## config.mk

```make
export PLATFORM = sky130hd
export DESIGN_NAME = leaky_note_heat_histogram_core
export DESIGN_NICKNAME = d
export VERILOG_FILES = /design/src/rtl/lnh_pkg.sv /design/src/rtl/lnh_datapath.sv /design/src/rtl/lnh_ctrl.sv /design/src/rtl/leaky_note_heat_histogram_core.sv
export VERILOG_INCLUDE_DIRS = /design/src /design/src/rtl
export SDC_FILE = /design/constraint.sdc
export NUM_CORES = 2
export LEC_CHECK = 0
export BUFFER_PORTS_ARGS = -buffer_cell sky130_fd_sc_hd__buf_2
export CAP_MARGIN = 20
export CORE_MARGIN = 8
export CORE_UTILIZATION = 56
export DETAILED_ROUTE_END_ITERATION = 8
export HOLD_SLACK_MARGIN = 0.08
export PLACE_DENSITY = 0.86
export SLEW_MARGIN = 10
export SYNTH_ARGS = -nofsm -noshare
export SYNTH_HDL_FRONTEND = slang
export SYNTH_SLANG_ARGS = --single-unit
```

## constraint.sdc

```tcl
create_clock -name clk -period 3.63 [get_ports clk]
set_input_delay 0.5445 -clock clk [delete_from_list [all_inputs] [get_ports clk]]
set_output_delay 0.5445 -clock clk [all_outputs]
set_load 0.02 [all_outputs]
```

## src/rtl/assert_macros.svh

```systemverilog
// ----------------------------------------------------------------------------
// assert_macros.svh
// shared concurrent assertion wrappers, clocked on clk, off during reset
// ----------------------------------------------------------------------------
`ifndef ASSERT_MACROS_SVH
`define ASSERT_MACROS_SVH

// property must hold at every edge outside reset
`define LNH_ASSERT_CLK(label, prop, msg) \
	label: assert property (@(posedge clk) disable iff (!arst_n) prop) else $error(msg);

// expression must never be true outside reset
`define LNH_ASSERT_NEVER(label, expr, msg) \
	label: assert property (@(posedge clk) disable iff (!arst_n) !(expr)) else $error(msg);

`endif

```

## src/rtl/lnh_pkg.sv

```systemverilog
// ----------------------------------------------------------------------------
// lnh_pkg
// shared widths, constants, register codes and command type of the
// note heat histogram
// ----------------------------------------------------------------------------
`timescale 1ns / 1ps

package lnh_pkg;

	localparam int HEAT_W    = 28;
	localparam int LOSS_W    = 14;
	localparam int IDX_W     = 4;
	localparam int RD_W      = 5;
	localparam int CNT_W     = 6;
	localparam int CFG_IDX_W = 1;
	localparam int IN_W      = 16;
	localparam int OUT_W     = 56;

	// 10.0 in q4.24
	localparam logic [HEAT_W-1:0] FULL_SCALE = 28'd167772160;
	localparam logic [HEAT_W-1:0] GAIN_RESET = 28'd838861;
	localparam logic [LOSS_W-1:0] LOSS_RESET = 14'd168;
	localparam logic [IDX_W-1:0]  OCT_OFFSET = 4'd4;

	typedef enum logic [CFG_IDX_W-1:0] {
		REG_HEAT_GAIN = 1'b0,
		REG_HEAT_LOSS = 1'b1
	} cfg_reg_t;

	typedef struct packed {
		logic             load;
		logic             run;
		logic [CNT_W-1:0] idx;
		logic             finish;
	} lnh_cmd_t;

endpackage

```

## src/rtl/lnh_datapath.sv

```systemverilog
// ----------------------------------------------------------------------------
// lnh_datapath
// ring of heat bins walked through one update unit, running statistics
// and result registers
// ----------------------------------------------------------------------------
`timescale 1ns / 1ps
`include "assert_macros.svh"

module lnh_datapath import lnh_pkg::*; #(
	parameter int SEMITONE_BINS = 12,
	parameter int OCTAVE_BINS   = 10
) (
	input  logic                     clk,
	input  logic                     arst_n,
	input  lnh_cmd_t                 cmd,
	input  logic                     cfg_wr,
	input  logic [CFG_IDX_W-1:0]     cfg_index,
	input  logic [HEAT_W-1:0]        cfg_data,
	input  logic                     gate_level,
	input  logic [IDX_W-1:0]         note_index,
	input  logic [IDX_W-1:0]         octave_index,
	input  logic                     clear_all,
	input  logic [RD_W-1:0]          read_bin,
	output logic [IDX_W-1:0]         warmest_semitone,
	output logic [IDX_W-1:0]         coolest_semitone,
	output logic signed [IDX_W-1:0]  warmest_octave,
	output logic signed [IDX_W-1:0]  coolest_octave,
	output logic                     any_heat,
	output logic                     note_changed,
	output logic [IDX_W-1:0]         changed_semitone,
	output logic [HEAT_W-1:0]        bin_level
);

	localparam int NUM_BINS = SEMITONE_BINS + OCTAVE_BINS;
	localparam int SIDX_W   = $clog2(SEMITONE_BINS);
	localparam logic [CNT_W-1:0] SEMI_END = CNT_W'(SEMITONE_BINS);
	localparam logic [CNT_W-1:0] BIN_END  = CNT_W'(NUM_BINS);

	logic [HEAT_W-1:0] gain_q;
	logic [LOSS_W-1:0] loss_q;

	logic                     gate_prev_q, edge_q, clear_q, first_q;
	logic [IDX_W-1:0]         note_q, oct_q;
	logic [RD_W-1:0]          rd_q;
	logic [SEMITONE_BINS-1:0] prior_q, nz_q;

	logic [HEAT_W-1:0] bins_q [NUM_BINS];
	logic [HEAT_W-1:0] heat_s1, heat_s2;
	logic [CNT_W-1:0]  idx_s1, idx_s2;
	logic              vld_s1, vld_s2;

	logic [HEAT_W-1:0] sw_best_q, sc_best_q, ow_best_q, oc_best_q, level_q;
	logic [IDX_W-1:0]  sw_idx_q, sc_idx_q, ow_idx_q, oc_idx_q, chg_idx_q;
	logic              sw_any_q, sc_found_q, ow_found_q, oc_found_q, chg_q;

	logic [IDX_W-1:0]  held_warm_q, held_cool_q, held_chg_q;
	logic [IDX_W-1:0]  wo_q, co_q;
	logic              any_q, changed_q;
	logic [HEAT_W-1:0] level_out_q;

	// stage 1: gain on a rising gate for the bin at the head of the ring
	logic [CNT_W-1:0]  oct_pos;
	logic              is_semi, is_real, hit;
	logic [HEAT_W-1:0] head, sat, heat_next;
	logic [HEAT_W:0]   sum;

	always_comb begin
		head    = bins_q[0];
		oct_pos = cmd.idx - SEMI_END;
		is_semi = cmd.idx < SEMI_END;
		is_real = cmd.idx < BIN_END;
		hit     = edge_q && (is_semi ? (cmd.idx == CNT_W'(note_q))
		                             : (is_real && oct_pos == CNT_W'(oct_q)));
		sum     = {1'b0, head} + {1'b0, gain_q};
		if (head < FULL_SCALE) begin
			sat = (sum > {1'b0, FULL_SCALE}) ? FULL_SCALE : sum[HEAT_W-1:0];
		end else begin
			sat = (head > FULL_SCALE) ? FULL_SCALE : head;
		end
		heat_next = hit ? sat : head;
	end

	// stage 2: decay floored at zero, or clear
	logic [HEAT_W-1:0] loss_ext, decayed;

	always_comb begin
		loss_ext = HEAT_W'(loss_q);
		if (clear_q) begin
			decayed = '0;
		end else begin
			decayed = (heat_s1 > loss_ext) ? heat_s1 - loss_ext : '0;
		end
	end

	always_ff @(posedge clk or negedge arst_n) begin
		if (!arst_n) begin
			gain_q <= GAIN_RESET;
			loss_q <= LOSS_RESET;
		end else if (cfg_wr) begin
			unique case (cfg_reg_t'(cfg_index))
				REG_HEAT_GAIN: gain_q <= cfg_data;
				REG_HEAT_LOSS: loss_q <= cfg_data[LOSS_W-1:0];
				default: ;
			endcase
		end
	end

	// input word capture
	always_ff @(posedge clk or negedge arst_n) begin
		if (!arst_n) begin
			gate_prev_q <= 1'b1;
			edge_q      <= 1'b0;
		end else if (cmd.load) begin
			edge_q      <= gate_level & ~gate_prev_q;
			gate_prev_q <= gate_level;
		end
	end

	always_ff @(posedge clk) begin
		if (cmd.load) begin
			clear_q <= clear_all;
			note_q  <= note_index;
			oct_q   <= octave_index;
			rd_q    <= read_bin;
		end
	end

	// ring plus stage 1 register form a loop of NUM_BINS+1 places
	always_ff @(posedge clk or negedge arst_n) begin
		if (!arst_n) begin
			for (int i = 0; i < NUM_BINS; i++) begin
				bins_q[i] <= '0;
			end
			heat_s1 <= '0;
			vld_s1  <= 1'b0;
			vld_s2  <= 1'b0;
		end else begin
			vld_s1 <= cmd.run && is_real;
			vld_s2 <= cmd.run && vld_s1;
			if (cmd.run) begin
				for (int i = 0; i < NUM_BINS - 1; i++) begin
					bins_q[i] <= bins_q[i+1];
				end
				bins_q[NUM_BINS-1] <= decayed;
				heat_s1            <= heat_next;
			end
		end
	end

	always_ff @(posedge clk) begin
		if (cmd.run) begin
			idx_s1  <= cmd.idx;
			idx_s2  <= idx_s1;
			heat_s2 <= decayed;
		end
	end

	// stage 3: running statistics over the decayed bins
	logic             s_semi, s_real, d_nz;
	logic [CNT_W-1:0] s_opos;

	always_comb begin
		s_semi = idx_s2 < SEMI_END;
		s_real = idx_s2 < BIN_END;
		s_opos = idx_s2 - SEMI_END;
		d_nz   = heat_s2 != '0;
	end

	always_ff @(posedge clk) begin
		if (cmd.load) begin
			sw_best_q  <= '0;
			sw_any_q   <= 1'b0;
			sc_best_q  <= FULL_SCALE;
			sc_found_q <= 1'b0;
			ow_best_q  <= '0;
			ow_found_q <= 1'b0;
			oc_best_q  <= FULL_SCALE;
			oc_found_q <= 1'b0;
			chg_q      <= 1'b0;
			level_q    <= '0;
		end else if (vld_s2) begin
			if (idx_s2 == CNT_W'(rd_q)) begin
				level_q <= heat_s2;
			end
			if (s_semi) begin
				nz_q <= {d_nz, nz_q[SEMITONE_BINS-1:1]};
				if (heat_s2 > sw_best_q) begin
					sw_best_q <= heat_s2;
					sw_idx_q  <= idx_s2[IDX_W-1:0];
					sw_any_q  <= 1'b1;
				end
				if (d_nz && heat_s2 < sc_best_q) begin
					sc_best_q  <= heat_s2;
					sc_idx_q   <= idx_s2[IDX_W-1:0];
					sc_found_q <= 1'b1;
				end
				// later hits overwrite, so the highest index stays
				if (!first_q && (d_nz != prior_q[idx_s2[SIDX_W-1:0]])) begin
					chg_q     <= 1'b1;
					chg_idx_q <= idx_s2[IDX_W-1:0];
				end
			end else if (s_real) begin
				if (heat_s2 > ow_best_q) begin
					ow_best_q  <= heat_s2;
					ow_idx_q   <= s_opos[IDX_W-1:0];
					ow_found_q <= 1'b1;
				end
				if (d_nz && heat_s2 < oc_best_q) begin
					oc_best_q  <= heat_s2;
					oc_idx_q   <= s_opos[IDX_W-1:0];
					oc_found_q <= 1'b1;
				end
			end
		end
	end

	// end of pass: fold into held state and result word
	always_ff @(posedge clk or negedge arst_n) begin
		if (!arst_n) begin
			held_warm_q <= '0;
			held_cool_q <= '0;
			held_chg_q  <= '0;
			first_q     <= 1'b1;
			prior_q     <= '0;
		end else if (cmd.finish) begin
			if (sw_any_q) begin
				held_warm_q <= sw_idx_q;
			end
			if (sc_found_q) begin
				held_cool_q <= sc_idx_q;
			end
			if (chg_q) begin
				held_chg_q <= chg_idx_q;
			end
			first_q <= 1'b0;
			prior_q <= nz_q;
		end
	end

	always_ff @(posedge clk) begin
		if (cmd.finish) begin
			wo_q        <= ow_found_q ? ow_idx_q - OCT_OFFSET : '0;
			co_q        <= oc_found_q ? oc_idx_q - OCT_OFFSET : '0;
			any_q       <= sw_any_q;
			changed_q   <= chg_q;
			level_out_q <= level_q;
		end
	end

	assign warmest_semitone = held_warm_q;
	assign coolest_semitone = held_cool_q;
	assign warmest_octave   = wo_q;
	assign coolest_octave   = co_q;
	assign any_heat         = any_q;
	assign note_changed     = changed_q;
	assign changed_semitone = held_chg_q;
	assign bin_level        = level_out_q;

	`LNH_ASSERT_NEVER(a_bin_bound, bins_q[0] > FULL_SCALE, "heat bin above full scale")
	`LNH_ASSERT_NEVER(a_warm_range, 5'(held_warm_q) >= 5'(SEMITONE_BINS), "warmest index out of range")
	`LNH_ASSERT_CLK(a_stage_order, vld_s2 |-> $past(vld_s1), "stage 2 valid without stage 1")

endmodule

```

## src/rtl/lnh_ctrl.sv

```systemverilog
// ----------------------------------------------------------------------------
// lnh_ctrl
// sequencer: accepts a word, steps the bin pass, hands the result to the
// output register
// ----------------------------------------------------------------------------
`timescale 1ns / 1ps
`include "assert_macros.svh"

module lnh_ctrl import lnh_pkg::*; #(
	parameter int NUM_BINS = 22
) (
	input  logic     clk,
	input  logic     arst_n,
	input  logic     s_tvalid,
	output logic     s_tready,
	output logic     m_tvalid,
	input  logic     m_tready,
	output lnh_cmd_t cmd
);

	localparam logic [CNT_W-1:0] LAST_RUN = CNT_W'(NUM_BINS);
	localparam logic [CNT_W-1:0] LAST_CNT = CNT_W'(NUM_BINS + 1);

	typedef enum logic [1:0] {
		ST_IDLE,
		ST_PASS,
		ST_FINISH
	} state_t;

	state_t           state_q;
	logic [CNT_W-1:0] cnt_q;
	logic             m_tvalid_q;
	logic             out_free;

	assign out_free = !m_tvalid_q || m_tready;
	assign s_tready = state_q == ST_IDLE;
	assign m_tvalid = m_tvalid_q;

	always_comb begin
		cmd.load   = s_tvalid && state_q == ST_IDLE;
		cmd.run    = state_q == ST_PASS && cnt_q <= LAST_RUN;
		cmd.idx    = cnt_q;
		cmd.finish = state_q == ST_FINISH && out_free;
	end

	always_ff @(posedge clk or negedge arst_n) begin
		if (!arst_n) begin
			state_q    <= ST_IDLE;
			cnt_q      <= '0;
			m_tvalid_q <= 1'b0;
		end else begin
			if (cmd.finish) begin
				m_tvalid_q <= 1'b1;
			end else if (m_tvalid_q && m_tready) begin
				m_tvalid_q <= 1'b0;
			end
			unique case (state_q)
				ST_IDLE: begin
					if (s_tvalid) begin
						state_q <= ST_PASS;
						cnt_q   <= '0;
					end
				end
				ST_PASS: begin
					// the counts after the last bin, up to LAST_CNT, drain the decay and statistics stages
					if (cnt_q == LAST_CNT) begin
						state_q <= ST_FINISH;
					end else begin
						cnt_q <= cnt_q + 1'b1;
					end
				end
				ST_FINISH: begin
					if (out_free) begin
						state_q <= ST_IDLE;
					end
				end
				default: state_q <= ST_IDLE;
			endcase
		end
	end

	`LNH_ASSERT_NEVER(a_cnt_range, state_q == ST_PASS && cnt_q > LAST_CNT, "pass count overrun")
	`LNH_ASSERT_CLK(a_valid_src, $rose(m_tvalid_q) |-> $past(state_q == ST_FINISH), "word raised outside finish")
	`LNH_ASSERT_NEVER(a_finish_blocked, cmd.finish && m_tvalid_q && !m_tready, "result overwritten while stalled")

endmodule

```

## src/rtl/leaky_note_heat_histogram_core.sv

```systemverilog
// ----------------------------------------------------------------------------
// leaky_note_heat_histogram_core
// leaky semitone and octave heat histogram with warmest/coolest tracking
// ----------------------------------------------------------------------------
// Each accepted input word is one sample tick and yields exactly one result
// word. In a tick all bins sit in one ring that rotates through a single
// gain/decay unit, one bin per cycle, followed by a statistics stage and a
// finish step that loads the result. A new word is not taken while a pass
// runs; it can be accepted from the same cycle in which the result is offered,
// even while that result still waits in the output register. A result still
// waiting when the following pass ends holds that pass, and the input, until
// it is taken.
// Bins come out of reset at zero with no clearing pass.
// Configuration writes (index 0 heat_gain, index 1 heat_loss) are always
// accepted and belong between ticks.
// ----------------------------------------------------------------------------
`timescale 1ns / 1ps

module leaky_note_heat_histogram_core import lnh_pkg::*; #(
	parameter int SEMITONE_BINS = 12,
	parameter int OCTAVE_BINS   = 10
) (
	input  logic                 clk,
	input  logic                 arst_n,
	input  logic                 s_tvalid,
	output logic                 s_tready,
	// gate_level, note_index[3:0], octave_index[3:0], clear_all, read_bin[4:0]
	input  logic [IN_W-1:0]      s_tdata,
	output logic                 m_tvalid,
	input  logic                 m_tready,
	// warmest_semitone[3:0], coolest_semitone[3:0], warmest_octave[3:0],
	// coolest_octave[3:0], any_heat, note_changed, changed_semitone[3:0],
	// bin_level[27:0]
	output logic [OUT_W-1:0]     m_tdata,
	input  logic                 cfg_valid,
	output logic                 cfg_ready,
	input  logic [CFG_IDX_W-1:0] cfg_index,
	input  logic [HEAT_W-1:0]    cfg_data
);

	localparam int NUM_BINS = SEMITONE_BINS + OCTAVE_BINS;

	lnh_cmd_t cmd;

	logic [IDX_W-1:0]        warmest_semitone, coolest_semitone, changed_semitone;
	logic signed [IDX_W-1:0] warmest_octave, coolest_octave;
	logic                    any_heat, note_changed;
	logic [HEAT_W-1:0]       bin_level;

	assign cfg_ready = 1'b1;

	lnh_ctrl #(
		.NUM_BINS (NUM_BINS)
	) u_ctrl (
		.clk      (clk),
		.arst_n   (arst_n),
		.s_tvalid (s_tvalid),
		.s_tready (s_tready),
		.m_tvalid (m_tvalid),
		.m_tready (m_tready),
		.cmd      (cmd)
	);

	lnh_datapath #(
		.SEMITONE_BINS (SEMITONE_BINS),
		.OCTAVE_BINS   (OCTAVE_BINS)
	) u_datapath (
		.clk              (clk),
		.arst_n           (arst_n),
		.cmd              (cmd),
		.cfg_wr           (cfg_valid),
		.cfg_index        (cfg_index),
		.cfg_data         (cfg_data),
		.gate_level       (s_tdata[0]),
		.note_index       (s_tdata[4:1]),
		.octave_index     (s_tdata[8:5]),
		.clear_all        (s_tdata[9]),
		.read_bin         (s_tdata[14:10]),
		.warmest_semitone (warmest_semitone),
		.coolest_semitone (coolest_semitone),
		.warmest_octave   (warmest_octave),
		.coolest_octave   (coolest_octave),
		.any_heat         (any_heat),
		.note_changed     (note_changed),
		.changed_semitone (changed_semitone),
		.bin_level        (bin_level)
	);

	assign m_tdata = {6'b0, bin_level, changed_semitone, note_changed, any_heat,
	                  coolest_octave, warmest_octave, coolest_semitone,
	                  warmest_semitone};

endmodule
```

==> results.md <==
* Outcome: complete, no violations
* RSZ-0062 raised after global routing: no
* Vias in the first global route at 31000
* Layout Skew at 0.0722 ns
* Hold WS at 0.111 ns
* # rows at 101
* Core area at 75600 sq um
* Post-layout minimum cycle time at 3.50 ns
* Mapped Area at between 40000 and 50000 sq um
* Startpoint Class: flip-flop
* Hold Crit Endpoint: u_datapath.gate_prev_q
* Final Hold Fails at 0
* Crit path from: u_datapath.gain_q[3]
* Switching share of power at between 40% and 50%
* GR Util met1 at 29.2%
* Hold depth at 3
* Drt first pass iters at 6
* Root Driver: clkbuf_16
* Comb pwr share at a little under two fifths
* DR vias at 30700
* Post-Synthesis Cells at 4441
* Global routing's busiest layer: met2
* Starting DRT DRC Count at roughly 2700
* Die area at 84900 sq um
* Global Route met2 Usage at 36.5%
* Clk slew on worst S/H paths at 0.07 ns
* Ratio of cells with drive above 1 in the final layout at 10.1%
* CTS sink cnt at ~990
* Initial core utilization at a little under three fifths
* ANT cells at 0
* Most common cell in the netlist: nand2_1
* Die X at 291 microns
* Routed WL per cell at 17.1 microns
* Leakage at 24.9 nW
* Num CTS Buffers at 95
* Sequential fraction of the synthesis area at 58.3%
* Peak supply drop at 1230 uV
* Worst hold path class: in2reg
* Synth unique cells at 92
* Ys flop type: dfrtp_1
* Vias per cell at 5.51
* Yosys reg bits at 993
* H-Tree Depth at 3
* Top post-synthesis cells by count: nand2_1 (1969), dfrtp_1 (708), clkbuf_1 (187)
* First-pass GRT wire length at 156000 microns
* # IOs at between 100 and 150
* P&R area growth vs syn at 12.5%
* CTS tree: yes
* DRC Markers at 0
* Yosys top cell area share at 41.7%
* Die H at ~290 microns
* Synth warn at 0
* Largest cells by area after synthesis: dfrtp_1 (42%), nand2_1 (17%), edfxtp_1 (8.8%)
* Port bufs at 100
* Final setup fails at 0
* Initial antenna violation count at 2
* Pint at 27.1 mW
* Routed WL at between 90000 and 100000 microns
* Setup TNS Final at 0 ns
* RR Endpoint: u_datapath.heat_s1[17]
* Sequential share of power at 40.1%
* Grt ovf at 0
* Power Dens Cells at 954 nW/um^2
* Max Slew Vio Count at 0
* Fraction of registers with async set/reset at between 70 and 80%
* Worst EP required at 4.19 ns
* EDFF count, synth at 124
* Worst Path Max Fanout at 17
* Post-DP HPWL at 59600 microns
* Worst-case reg-to-reg path depth at 11
* R2r setup slk at approximately 0.13 ns
* Gpl congestion at just under 0.9
* Largest net degree at the start of global routing at 210
* Worst slew pin tran at 1.09 ns
* CP Capture Type: flip-flop
* Reg-to-Reg Start: u_datapath.gain_q[3]
* Synthesized area per cell at 9.57 sq um
* NetSw at 18.5 mW
* Synth area leader: dfrtp_1
* Fmax at 286 MHz
* Nets at 4727
* Clock share of power at approximately 23%
* Arrival time worst endpoint at 4.06 ns
* Hold Startpoint: s_tdata[0]
* Routing usage on met3 at 3.35%
* GRT Total Usage at 22.0%
* Final ANT Viol Nets at 0
* Max Cap Viol at 0
* Final period util at slightly below 100%
* Max Root-Sink Buffers at 3
* Clk_lat worst skew at roughly 0.69 ns
* Critical path type: reg2reg
* Slew headroom at around 27%
kinds of logic (layout without fill, tap and decap cells):
family                     Yosys count  in the layout  share of synthesized area, %
adders and majority gates          160            160                          4.75
buffers and inverters              374            527                          3.45
muxes                              211            211                          5.25
other                                2              7                        0.0177
and+or+nand+nor                   2307           2307                          21.6
AOI/OAI and AO/OA                  339            339                          5.56
xor gates and xnor gates            55             55                          1.13
DFF                                993            993                          58.3
final cells by class:
class                   count  area [sq um]
well taps                 978          1220
clock buffers             138          2790
inverters                 160           608
repair buffers            188          1450
fillers                  5451         27800
flip-flops and latches    993         24800
multi-input cells        3079         16400
clock inverters            41           546
registers in the layout (all words and copies together) (netlist names), 5 cells and up:
| signal | count |
|---|---|
| u_datapath.sw_best_q | 28 |
| u_datapath.bin_level | 28 |
| u_datapath.level_q | 28 |
| u_ctrl.cnt_q | 6 |
| u_datapath.sc_best_q | 28 |
| u_datapath.oc_best_q | 28 |
| u_datapath.loss_q | 14 |
| u_datapath.heat_s1 | 28 |
| u_datapath.bins_q | 588 |
| u_datapath.head | 28 |
| u_datapath.rd_q | 5 |
| u_datapath.nz_q | 12 |
| u_datapath.ow_best_q | 28 |
| u_datapath.heat_s2 | 28 |
| u_datapath.idx_s1 | 6 |
| u_datapath.idx_s2 | 6 |
| u_datapath.prior_q | 12 |
| u_datapath.gain_q | 28 |
cells in the final DEF (no fill, tap or decap), types with 26 or more instances in the layout:
cell / synthesis / final
mux2i_1: 142 / 142
dfrtp_1: 708 / 708
mux2_2: 66 / 66
buf_4: 10 / 54
nor2b_1: 28 / 26
buf_2: 2 / 99
ha_1: 158 / 157
xnor2_1: 26 / 26
a21oi_1: 72 / 71
xor2_1: 29 / 29
nand2_1: 1969 / 1968
nor2_1: 141 / 141
inv_1: 158 / 158
clkbuf_16: 0 / 96
a21o_1: 55 / 55
dfxtp_1: 145 / 145
edfxtp_1: 124 / 124
o21ai_0: 57 / 57
per-layer routing:
layer,vias to the layer above,wire length [microns]
li1,14500,-
met1,15100,40900
met2,849,46400
met3,243,4770
met4,4,3270
met5,-,26
critical path, stage by stage, from the launching register on:
cell	delay (ns)
dfstp_2	0.53
ha_1	0.29
a21o_1	0.22
a221o_1	0.41
a21oi_4	0.19
a21oi_2	0.10
or3_4	0.39
a2111oi_4	0.28
nand3_1	0.13
or4b_4	0.51
buf_12	0.18
a31oi_2	0.16
worst max path at each step:
stage                                        end  slack (ns)  depth (start not counted)
after floorplan            u_datapath.heat_s2[0]        0.12                         10
after global placement     u_datapath.heat_s1[0]        0.07                         14
after detailed placement   u_datapath.heat_s1[3]        0.05                         14
after CTS                 u_datapath.heat_s1[21]        0.02                         14
after global routing      u_datapath.heat_s1[21]       0.002                         12
final                     u_datapath.heat_s1[17]        0.13                         11
power by group through the flow:
stage	clock network, mW	registers [mW]	logic, mW
after global routing	11.0	18.6	18.9
after CTS	10.5	18.2	16.7
after floorplan	0	17.4	12.4
after detailed placement	0	18.2	16.4
after global placement	0	18.1	15.8
final	10.4	18.3	16.9
what timing repair did:
action | CTS | global route
buffers inserted | 0 | 9
gates resized for setup | 0 | 14
setup endpoints to repair | 0 | 38
hold buffers | 15 | 0
hold endpoints to repair | 93 | 0
stage by stage:
step                instances  power, mW  util (%)  worst slack, ns  instance area [sq um]
global placement         5374       33.9      58.4           0.0666                  44100
CTS                      5568       45.4      63.0           0.0165                  47600
detailed placement       5374       34.7      58.4           0.0482                  44100
finish                   5577       45.6      63.2            0.131                  47800
floorplan                4446       29.8         -            0.121                  42500
global route             5577       48.5      63.2          0.00222                  47800
Power figures use the tool's default switching activity.
